`config.mk`:
```
export PLATFORM = sky130hd
export DESIGN_NAME = hotp_code_generator_top
export DESIGN_NICKNAME = d
export VERILOG_FILES = /design/src/hotp_pkg.sv /design/src/hotp_sha1_core.sv /design/src/hotp_mod_unit.sv /design/src/hotp_code_generator_top.sv
export SDC_FILE = /design/constraint.sdc
export NUM_CORES = 2
export LEC_CHECK = 0
export BUFFER_PORTS_ARGS = -buffer_cell sky130_fd_sc_hd__buf_4
export CORE_MARGIN = 1
export CORE_UTILIZATION = 25
export DETAILED_ROUTE_END_ITERATION = 8
export PLACE_DENSITY_LB_ADDON = 0.05
export SYNTH_ARGS = -nofsm -noshare
export SYNTH_HDL_FRONTEND = slang
export SYNTH_HIERARCHICAL = 1
export SYNTH_SLANG_ARGS = --single-unit
```
`constraint.sdc`:
```
create_clock -name clk -period 33.9 [get_ports clk]
set_clock_uncertainty 0.15 [all_clocks]
set_input_delay 1.695 -clock clk [delete_from_list [all_inputs] [get_ports clk]]
set_output_delay 1.695 -clock clk [all_outputs]
set_load 0.005 [all_outputs]
```
`src/hotp_pkg.sv`:
```
// ----------------------------------------------------------------------------
// hotp_pkg
// shared constants and types for the hotp code generator
// ----------------------------------------------------------------------------
package hotp_pkg;

  localparam int unsigned OtpModulus = 1000000;
  localparam int unsigned KeyWords   = 7;
  localparam int unsigned KeyMaxBytes = 56;
  localparam int unsigned KeyLenReset = 20;

  localparam logic [31:0] H0 = 32'h67452301;
  localparam logic [31:0] H1 = 32'hEFCDAB89;
  localparam logic [31:0] H2 = 32'h98BADCFE;
  localparam logic [31:0] H3 = 32'h10325476;
  localparam logic [31:0] H4 = 32'hC3D2E1F0;

  localparam logic [2:0] RegKeyLen = 3'd7;

  // one compression request to the shared round unit
  typedef struct packed {
    logic         start;
    logic [511:0] block;
    logic [159:0] chain;
  } sha_req_t;

  typedef struct packed {
    logic         done;
    logic [159:0] digest;
  } sha_rsp_t;

endpackage

```
`src/hotp_sha1_core.sv`:
```
// ----------------------------------------------------------------------------
// hotp_sha1_core
// sha-1 compression, one round per cycle over a 16-word schedule window
// ----------------------------------------------------------------------------
module hotp_sha1_core (
  input  logic              clk,
  input  logic              rst,
  input  hotp_pkg::sha_req_t req,
  output hotp_pkg::sha_rsp_t rsp
);

  logic [511:0] w;
  logic [31:0]  a, b, c, d, e;
  logic [159:0] chain;
  logic [6:0]   round;
  logic         busy;

  logic [31:0] f, k, t, wi, wn, x;

  always_comb begin
    wi = w[511:480];
    // window slots 13, 8, 2 and 0 give w[i+16]
    x  = w[95:64] ^ w[255:224] ^ w[447:416] ^ w[511:480];
    wn = {x[30:0], x[31]};
    if (round < 7'd20) begin
      f = (b & c) | (~b & d);
      k = 32'h5A827999;
    end else if (round < 7'd40) begin
      f = b ^ c ^ d;
      k = 32'h6ED9EBA1;
    end else if (round < 7'd60) begin
      f = (b & c) | (b & d) | (c & d);
      k = 32'h8F1BBCDC;
    end else begin
      f = b ^ c ^ d;
      k = 32'hCA62C1D6;
    end
    t = {a[26:0], a[31:27]} + f + e + k + wi;
  end

  always_ff @(posedge clk) begin
    if (rst) begin
      busy     <= 1'b0;
      rsp.done <= 1'b0;
      round    <= '0;
    end else begin
      rsp.done <= 1'b0;
      if (req.start && !busy) begin
        busy  <= 1'b1;
        round <= '0;
        w     <= req.block;
        chain <= req.chain;
        {a, b, c, d, e} <= req.chain;
      end else if (busy) begin
        w <= {w[479:0], wn};
        {a, b, c, d, e} <= {t, a, {b[1:0], b[31:2]}, c, d};
        if (round == 7'd79) begin
          busy <= 1'b0;
          rsp.done <= 1'b1;
          rsp.digest <= {chain[159:128] + t, chain[127:96] + a,
                         chain[95:64] + {b[1:0], b[31:2]}, chain[63:32] + c,
                         chain[31:0] + d};
        end
        round <= round + 7'd1;
      end
    end
  end

endmodule

```
`src/hotp_mod_unit.sv`:
```
// ----------------------------------------------------------------------------
// hotp_mod_unit
// remainder by reciprocal multiply and one correcting subtract, four steps
// ----------------------------------------------------------------------------
module hotp_mod_unit #(
  parameter int unsigned OTP_MODULUS = hotp_pkg::OtpModulus
) (
  input  logic        clk,
  input  logic        rst,
  input  logic        start,
  input  logic [30:0] value,
  output logic        done,
  output logic [19:0] remainder
);

  localparam logic [31:0] Mod   = 32'(OTP_MODULUS);
  // floor(2^32 / modulus), quotient estimate is low by at most one
  localparam logic [12:0] Recip = 13'(64'h1_0000_0000 / 64'(OTP_MODULUS));

  logic [30:0] x;
  logic [43:0] prod;
  logic [43:0] qd;
  logic [31:0] diff;
  logic [3:0]  phase;

  always_ff @(posedge clk) begin
    if (rst) begin
      phase <= '0;
      done  <= 1'b0;
    end else begin
      done  <= phase[3];
      phase <= {phase[2:0], start && (phase == 4'd0)};
      if (start && (phase == 4'd0)) x <= value;
      if (phase[0]) prod <= 44'(x) * 44'(Recip);
      if (phase[1]) qd <= 44'(prod[43:32]) * 44'(Mod);
      if (phase[2]) diff <= {1'b0, x} - qd[31:0];
      if (phase[3]) remainder <= (diff >= Mod) ? 20'(diff - Mod) : diff[19:0];
    end
  end

endmodule

```
`src/hotp_code_generator_top.sv`:
```
// ----------------------------------------------------------------------------
// hotp_code_generator_top
// hotp one-time password generator, hmac-sha1 with six-digit truncation
// ----------------------------------------------------------------------------
// a word accepted goes through four sha-1 compressions (issue, 80 rounds,
// hand-over) through the single round unit, then truncation and the
// reciprocal remainder before the code is shown. one word at a time; the
// next word is taken only after the code is taken, so an output stall
// holds it. synchronous reset clears control and sets key_length to 20,
// key 0.
module hotp_code_generator_top #(
  parameter int unsigned OTP_MODULUS = hotp_pkg::OtpModulus
) (
  input  logic        clk,
  input  logic        rst,
  input  logic        psel,
  input  logic        penable,
  input  logic        pwrite,
  input  logic [5:0]  paddr,
  input  logic [63:0] pwdata,
  output logic [63:0] prdata,
  output logic        pready,
  input  logic        in_valid,
  output logic        in_stall,
  input  logic [63:0] counter,
  output logic        out_valid,
  input  logic        out_stall,
  output logic [19:0] otp_code
);

  // sequencer states
  typedef enum logic [6:0] {
    S_IDLE  = 7'b0000001,
    S_IN1   = 7'b0000010,
    S_IN2   = 7'b0000100,
    S_OUT1  = 7'b0001000,
    S_OUT2  = 7'b0010000,
    S_MOD   = 7'b0100000,
    S_SHOW  = 7'b1000000
  } state_t;

  state_t state;
  logic [63:0] key_word [hotp_pkg::KeyWords];
  logic [5:0]  key_length;
  logic [63:0] cnt_reg;
  logic [159:0] hstate, inner;
  logic        issued;

  hotp_pkg::sha_req_t req;
  hotp_pkg::sha_rsp_t rsp;

  // apb register file, eight-byte spacing
  logic [2:0] ridx;
  assign ridx   = paddr[5:3];
  assign pready = 1'b1;

  always_comb begin
    if (ridx == hotp_pkg::RegKeyLen) prdata = {58'd0, key_length};
    else prdata = key_word[ridx];
  end

  always_ff @(posedge clk) begin
    if (rst) begin
      for (int i = 0; i < hotp_pkg::KeyWords; i++) key_word[i] <= '0;
      key_length <= 6'(hotp_pkg::KeyLenReset);
    end else if (psel && penable && pwrite) begin
      if (ridx == hotp_pkg::RegKeyLen) key_length <= pwdata[5:0];
      else key_word[ridx] <= pwdata;
    end
  end

  // masked, zero-padded key block
  logic [511:0] key_blk;
  logic [5:0]   klen;
  assign klen = (key_length > 6'(hotp_pkg::KeyMaxBytes)) ?
                6'(hotp_pkg::KeyMaxBytes) : key_length;

  always_comb begin
    key_blk = '0;
    for (int i = 0; i < 56; i++) begin
      if (6'(i) < klen)
        key_blk[511 - 8*i -: 8] = key_word[i/8][63 - 8*(i%8) -: 8];
    end
  end

  // block for the current step
  always_comb begin
    req.start = (state != S_IDLE) && (state != S_MOD) && (state != S_SHOW) && !issued;
    req.chain = hstate;
    case (state)
      S_IN1:   req.block = key_blk ^ {64{8'h36}};
      S_IN2:   req.block = {cnt_reg, 8'h80, 376'd0, 64'd576};
      S_OUT1:  req.block = key_blk ^ {64{8'h5C}};
      S_OUT2:  req.block = {inner, 8'h80, 280'd0, 64'd672};
      default: req.block = '0;
    endcase
  end

  hotp_sha1_core u_core (.clk(clk), .rst(rst), .req(req), .rsp(rsp));

  // dynamic truncation of the final digest
  logic [3:0]  off;
  logic [30:0] bin;
  logic        mod_start, mod_done;
  logic [19:0] rem;
  logic [159:0] dig;
  logic [30:0] bin_reg;
  assign dig = rsp.digest;
  assign off = dig[3:0];
  always_comb begin
    logic [31:0] sel;
    sel = dig[159 - 8*off -: 32];
    bin = sel[30:0];
  end

  hotp_mod_unit #(.OTP_MODULUS(OTP_MODULUS)) u_mod (
    .clk(clk), .rst(rst), .start(mod_start), .value(bin_reg),
    .done(mod_done), .remainder(rem)
  );

  assign in_stall  = (state != S_IDLE);
  assign out_valid = (state == S_SHOW);

  always_ff @(posedge clk) begin
    if (rst) begin
      state     <= S_IDLE;
      issued    <= 1'b0;
      mod_start <= 1'b0;
    end else begin
      mod_start <= 1'b0;
      if (req.start) issued <= 1'b1;
      case (state)
        S_IDLE: begin
          if (in_valid) begin
            cnt_reg <= counter;
            hstate  <= {hotp_pkg::H0, hotp_pkg::H1, hotp_pkg::H2,
                        hotp_pkg::H3, hotp_pkg::H4};
            issued  <= 1'b0;
            state   <= S_IN1;
          end
        end
        S_IN1: if (rsp.done) begin
          hstate <= rsp.digest; issued <= 1'b0; state <= S_IN2;
        end
        S_IN2: if (rsp.done) begin
          inner  <= rsp.digest;
          hstate <= {hotp_pkg::H0, hotp_pkg::H1, hotp_pkg::H2,
                     hotp_pkg::H3, hotp_pkg::H4};
          issued <= 1'b0; state <= S_OUT1;
        end
        S_OUT1: if (rsp.done) begin
          hstate <= rsp.digest; issued <= 1'b0; state <= S_OUT2;
        end
        S_OUT2: if (rsp.done) begin
          bin_reg   <= bin;
          mod_start <= 1'b1;
          state     <= S_MOD;
        end
        S_MOD: if (mod_done) begin
          otp_code <= rem;
          state    <= S_SHOW;
        end
        S_SHOW: if (!out_stall) state <= S_IDLE;
        default: state <= S_IDLE;
      endcase
    end
  end

endmodule

```
-- Yosys cells after proc, flatten, opt, wreduce, memory -nomap -nowiden
Memories as Yosys holds them, arrays and structs flattened.
Index checks and enable logic that the tools add are counted.
- bits of input ports: 141
- memories kept: 1
- memory bits (writable): 448
- register bits after elaboration: 1608
- logic and storage cells: 285
- memory list (name ; depth ; width ; rd ports ; clocked after Yosys merged registers in ; write ports ; line ; text):
    key_word ; 7 ; 64 ; 8 ; 0 ; 7 ; hotp_code_generator_top.sv:43 ; logic [63:0] key_word [hotp_pkg::KeyWords];
- reductions and logical operators: 33
- magnitude comparators: 61
- bitwise logic cells: 19
- multiply operators: 2
- shift-type cells: 1
- equal/unequal tests: 20
- $add $sub $neg: 13
- muxes and demuxes: 108
- operators with widths (kind ; number):
    case mux 512 bit (4 select lines) ; 1
    2-to-1 mux 512 bit ; 2
    NOT 256 bit ; 2
    2-to-1 mux 160 bit ; 3
    2-to-1 mux 32 bit ; 15
    case mux 160 bit (3 select lines) ; 1
    2-to-1 mux 8 bit ; 56
    adder 32 bit ; 9
    variable part select 191 x 33 -> 31 bit ; 1
    2-to-1 mux 161 bit ; 1
    bitwise XOR 32 bit ; 5
    < comparator 6 bit, first input constant ; 24
    AND 32 bit ; 4
    2-to-1 mux 64 bit ; 2
    < comparator 5 x 6 -> 1 bit, first input constant ; 16
    bitwise OR 32 bit ; 3
    OR reduction 64 bit ; 1
    2-to-1 mux 7 bit ; 7
    case mux 7 bit (7 select lines) ; 1
    < comparator 4 x 6 -> 1 bit, first input constant ; 8
    multiplier 31 x 12 -> 43 bit, second input constant ; 1
    greater-or-equal comparator 32 x 20 -> 1 bit, second input constant ; 1
    NOT 32 bit ; 1
    subtractor 31 x 32 -> 32 bit ; 1
    other kinds (42) ; 91

-- Depth between registers and ports, before layout
- depth after elaboration: 12
- mapped depth: 32
- depth with buffers taken out: 29

-- Modules after synthesis
Netlist, hierarchy kept.
- by module, submodules not included (module ; area each (µm²) ; cells an instance ; instances):
    hotp_sha1_core ; 51947.3 ; 4880 ; 1
    hotp_code_generator_top ; 45949.1 ; 3814 ; 1
    hotp_mod_unit ; 12777.3 ; 1176 ; 1

-- Worst setup path before layout
Ideal clock, no wire load.
- path type: input port to flip-flop
- start point: input port rst
- end point: register u_core.busy
- buffers on the path: 0
- stages: 2
- setup time: 170 ps
- data arrival time: 31353 ps
- required time: 33580 ps
- path slack: 2227 ps
- cells stage by stage: nor2_1 o31a_1
- RTL lines (element ; line ; text):
    start, declared ; hotp_code_generator_top.sv:15 ; input logic rst,
    end signal, assigned ; hotp_sha1_core.sv:43 ; busy <= 1'b0;
    end signal, assigned ; hotp_sha1_core.sv:49 ; busy <= 1'b1;
    end signal, assigned ; hotp_sha1_core.sv:58 ; busy <= 1'b0;
    end, declared ; hotp_sha1_core.sv:16 ; logic busy;

-- Worst setup path in the final report
- start point: register u_core.round[4]
- end point: register u_core/rsp[156] (netlist name)
- word-level cells in the longest chain between the ends: 9
- elaborated cells between the ends (all ways): 14
- classes of those cells: 5 x add/sub; 3 x order compare; 6 x mux
- ends and longest elaborated chain (element ; line ; text):
    start, declared ; hotp_sha1_core.sv:15 ; logic [6:0] round;
    start signal, assigned ; hotp_sha1_core.sv:64 ; round <= round + 7'd1;
    < comparator 7 x 6 -> 1 bit ; hotp_sha1_core.sv:31 ; end else if (round < 7'd60) begin
    2-to-1 mux 32 bit ; hotp_sha1_core.sv:31 ;
    2-to-1 mux 32 bit ; hotp_sha1_core.sv:28 ; end else if (round < 7'd40) begin
    2-to-1 mux 32 bit ; hotp_sha1_core.sv:25 ; if (round < 7'd20) begin
    adder 32 bit (2 in a row) ; hotp_sha1_core.sv:38 ; t = {a[26:0], a[31:27]} + f + e + k + wi;
    adder 32 bit (*) (2 in a row) ; hotp_sha1_core.sv:38 ;
    adder 32 bit (*) ; hotp_sha1_core.sv:60 ; rsp.digest <= {chain[159:128] + t, chain[127:96] + a,
Every way passes the cells marked *; elsewhere a longest branch is shown, timed or not.
A chain may end at the register's enable or synchronous reset.

==> impl_results.md <==
- All-Layer GR Usage: 0.216
- Post-CTS Hold Fix Bufs: 0
- Max reg flops: 512
- Die area: 0.445 sq mm
- CP max FO: 14
- Residual DRC: 0
- Count leader, synth: nand2_1
- Chip height: 667 um
- Placed Cells incl. Taps: 15700
- Worst Slack Setup Final: 24.00 ns
- Worst-case reg-to-reg path depth: 32
- Gr ovfl total: 0
- Critical-path top delay cell: o311ai_4
- RSZ-0062 raised after global routing: no
- Worst vdd ir: 0.271 mV
- Global-route wire length before repair: 670000 um
- CTS tree: built
- DRT Pass-1 Iters: 6
- Max Freq: 0.101 GHz
- PostCTS Resize Cnt: 0
- Slowest stage delay, CP: 0.69 ns
- Final GP Congestion: 0.894
- Setup CP Type: flop to flop
- Worst setup EP type: flop
- CP Buf/Inv Count: 6
- Slew Viols, Final: 0
- Stages on worst setup path: 32
- Clk slew on worst S/H paths: 0.07 ns
- Clk root buf: clkbuf_16
- Least-Margin Pin Slew: 1.34 ns
- Clock buffer depth: 4
- CTS sink cnt: 2025
- Static leakage: 49.7 nW
- Port Buffer Count: 223
- Initial Util: 0.252
- H-tree levels: 5
- Die W: 667 um
- Core area: 0.439 sq mm
- DP Worst Slack: 24.27 ns
- Largest registers: u_core/w x512, key_word x448, u_core/rsp x161
- Row count: 243
- Hold depth: 0
- Via density: 4.85
- Final Setup Violations: 0
- Yosys top cell area share: 0.524
- Final ANT Viol Nets: 0
- Largest net degree at the start of global routing: 150
- Number of flops mapped to enable cells by yosys: 1932
- Setup Fix Bufs, Post-CTS: 0
- Post-layout net count: 10900
- Crit start category: flop
- Worst Hold Class: flop to flop
- Final WL: 492000 um
- First DRT Iteration DRCs: 6616
- Post-layout util: 0.291
- CP required: 34.39 ns
- Layout cells sized above 1: 0.106
- I/O pin count: 228
- Avg Inst Size Synth: 11.2 sq um
- Total CTS buffers: 271
- Max-slew headroom: 0.103
- Cell taking the most area after synthesis: edfxtp_1
- Synth Instances: 9870
- Synth Flop Type: edfxtp_1
- Min Hold Slack: 0.265 ns
- Power density over the cells: 127 mW/mm^2
- Post-DP HPWL: 355000 um
- Clk_lat worst skew: 0.95 ns
- Final Cycle Share: 0.292
- Non-filler cells, final: 16200
- Synthesis-to-finish area growth: 15.6%
- Mapped cell area: 0.111 sq mm
- WP data arrival: 10.39 ns
- Via count: 78600
- Setup TNS: 0 ns
- Post-synth top cells: nand2_1, edfxtp_1, inv_1, and2_1, a21oi_1
- Tmin final: 9.90 ns
- Synth Register Bits: 2025
- Initial antenna violation count: 70
- Yosys warns: 6
- Max-cap viol count: 0
- Number of distinct library cells after synthesis: 114
- Tot Pwr: 16.2 mW
- Status: finished, final reports clean
- DP Area: 0.119 sq mm
- Async SR Flop Fraction: 0
- Final hold vios: 0
- Top delay family on crit path: compound AO/OA/AOI/OAI gates
- Design area: 0.128 sq mm
- Routed wire per std cell: 30.3 um
- Largest Register: u_core/w
- Vias in the first global route: 78400
- Main area contributors after synthesis: edfxtp_1, nand2_1, ha_1
- Sequential area share after synthesis: 0.541
==> cells by family (layout without fill, tap and decap cells) <==
logic type / count (synthesis) / after routing / synth area share
muxes: 500 / 500 / 0.0609
other: 2 / 39 / 0.0000679
and+or+nand+nor: 3824 / 3824 / 0.152
adders and majority gates: 688 / 688 / 0.0939
DFF: 2025 / 2025 / 0.541
buffers and inverters: 1002 / 1425 / 0.0369
xor gates and xnor gates: 328 / 328 / 0.0260
AOI/OAI and AO/OA: 1501 / 1501 / 0.0895
==> power breakdown <==
| part | switching, mW | total, mW | internal (mW) |
|---|---|---|---|
| clock network | 1.19 | 2.83 | 1.64 |
| registers | 0.378 | 4.24 | 3.86 |
| logic | 5.84 | 9.12 | 3.28 |
| total | 7.41 | 16.2 | 8.79 |
==> area by class of cell <==
| cell class | instances | area (sq um) |
|---|---|---|
| clock buffer | 375 | 7540 |
| clock inverter | 106 | 880 |
| fill | 45400 | 311000 |
| tap | 5880 | 7360 |
| multi-input combinational | 6857 | 47000 |
| antenna | 23 | 57.6 |
| inverter | 519 | 1960 |
| timing repair buffer | 425 | 3280 |
| sequential | 2025 | 59900 |
==> worst paths after layout <==
| kind | startpoint | end | slack [ns] |
|---|---|---|---|
| hold / removal | u_mod/remainder[16]$_DFFE_PP_ | otp_code[16]$_DFFE_PP_ | 0.26 |
| hold reg to reg | u_mod/remainder[16]$_DFFE_PP_ | otp_code[16]$_DFFE_PP_ | 0.26 |
| setup / recovery | u_core/round[4]$_SDFFE_PN0P_ | u_core/rsp[156]$_DFFE_PP_ | 24.00 |
| setup reg to reg | u_core/round[4]$_SDFFE_PN0P_ | u_core/rsp[156]$_DFFE_PP_ | 24.00 |
==> layer usage <==
layer | vias up | track usage | share of wire
met4 | 12 | 0.0645 | 0.033
met3 | 540 | 0.0330 | 0.048
li1 | 35300 | - | -
met5 | - | 0.00326 | 0.00054
met2 | 2153 | 0.354 | 0.47
met1 | 40600 | 0.292 | 0.45
==> placed cells by master, fill, tap and decap left out, types with 68 or more instances in the layout <==
master and count:
a21o_1 120, a21oi_1 463, a221o_1 77, a31oi_1 68
and2_1 482, and3_1 103, buf_4 416, clkbuf_1 80
clkbuf_16 282, dfxtp_1 92, edfxtp_1 1932, fa_1 237
ha_1 451, inv_1 514, mux2_2 81, mux2i_1 288
mux4_2 131, nand2_1 2516, nand2b_1 112, nand3_1 91
nor2_1 294, nor3_1 69, o21ai_0 297, xnor2_1 262
==> worst register-to-register path, delay by kind of cell (launching register included) <==
family	cells	cell delay, ns
buffers and inverters	6	1.57
adder cells (fa/ha/maj)	4	1.81
AO/OA/AOI/OAI	17	4.50
flip-flops	1	0.45
AND/OR/NAND/NOR	3	0.72
XOR/XNOR	2	0.44
(Power assumes the default switching activity.)
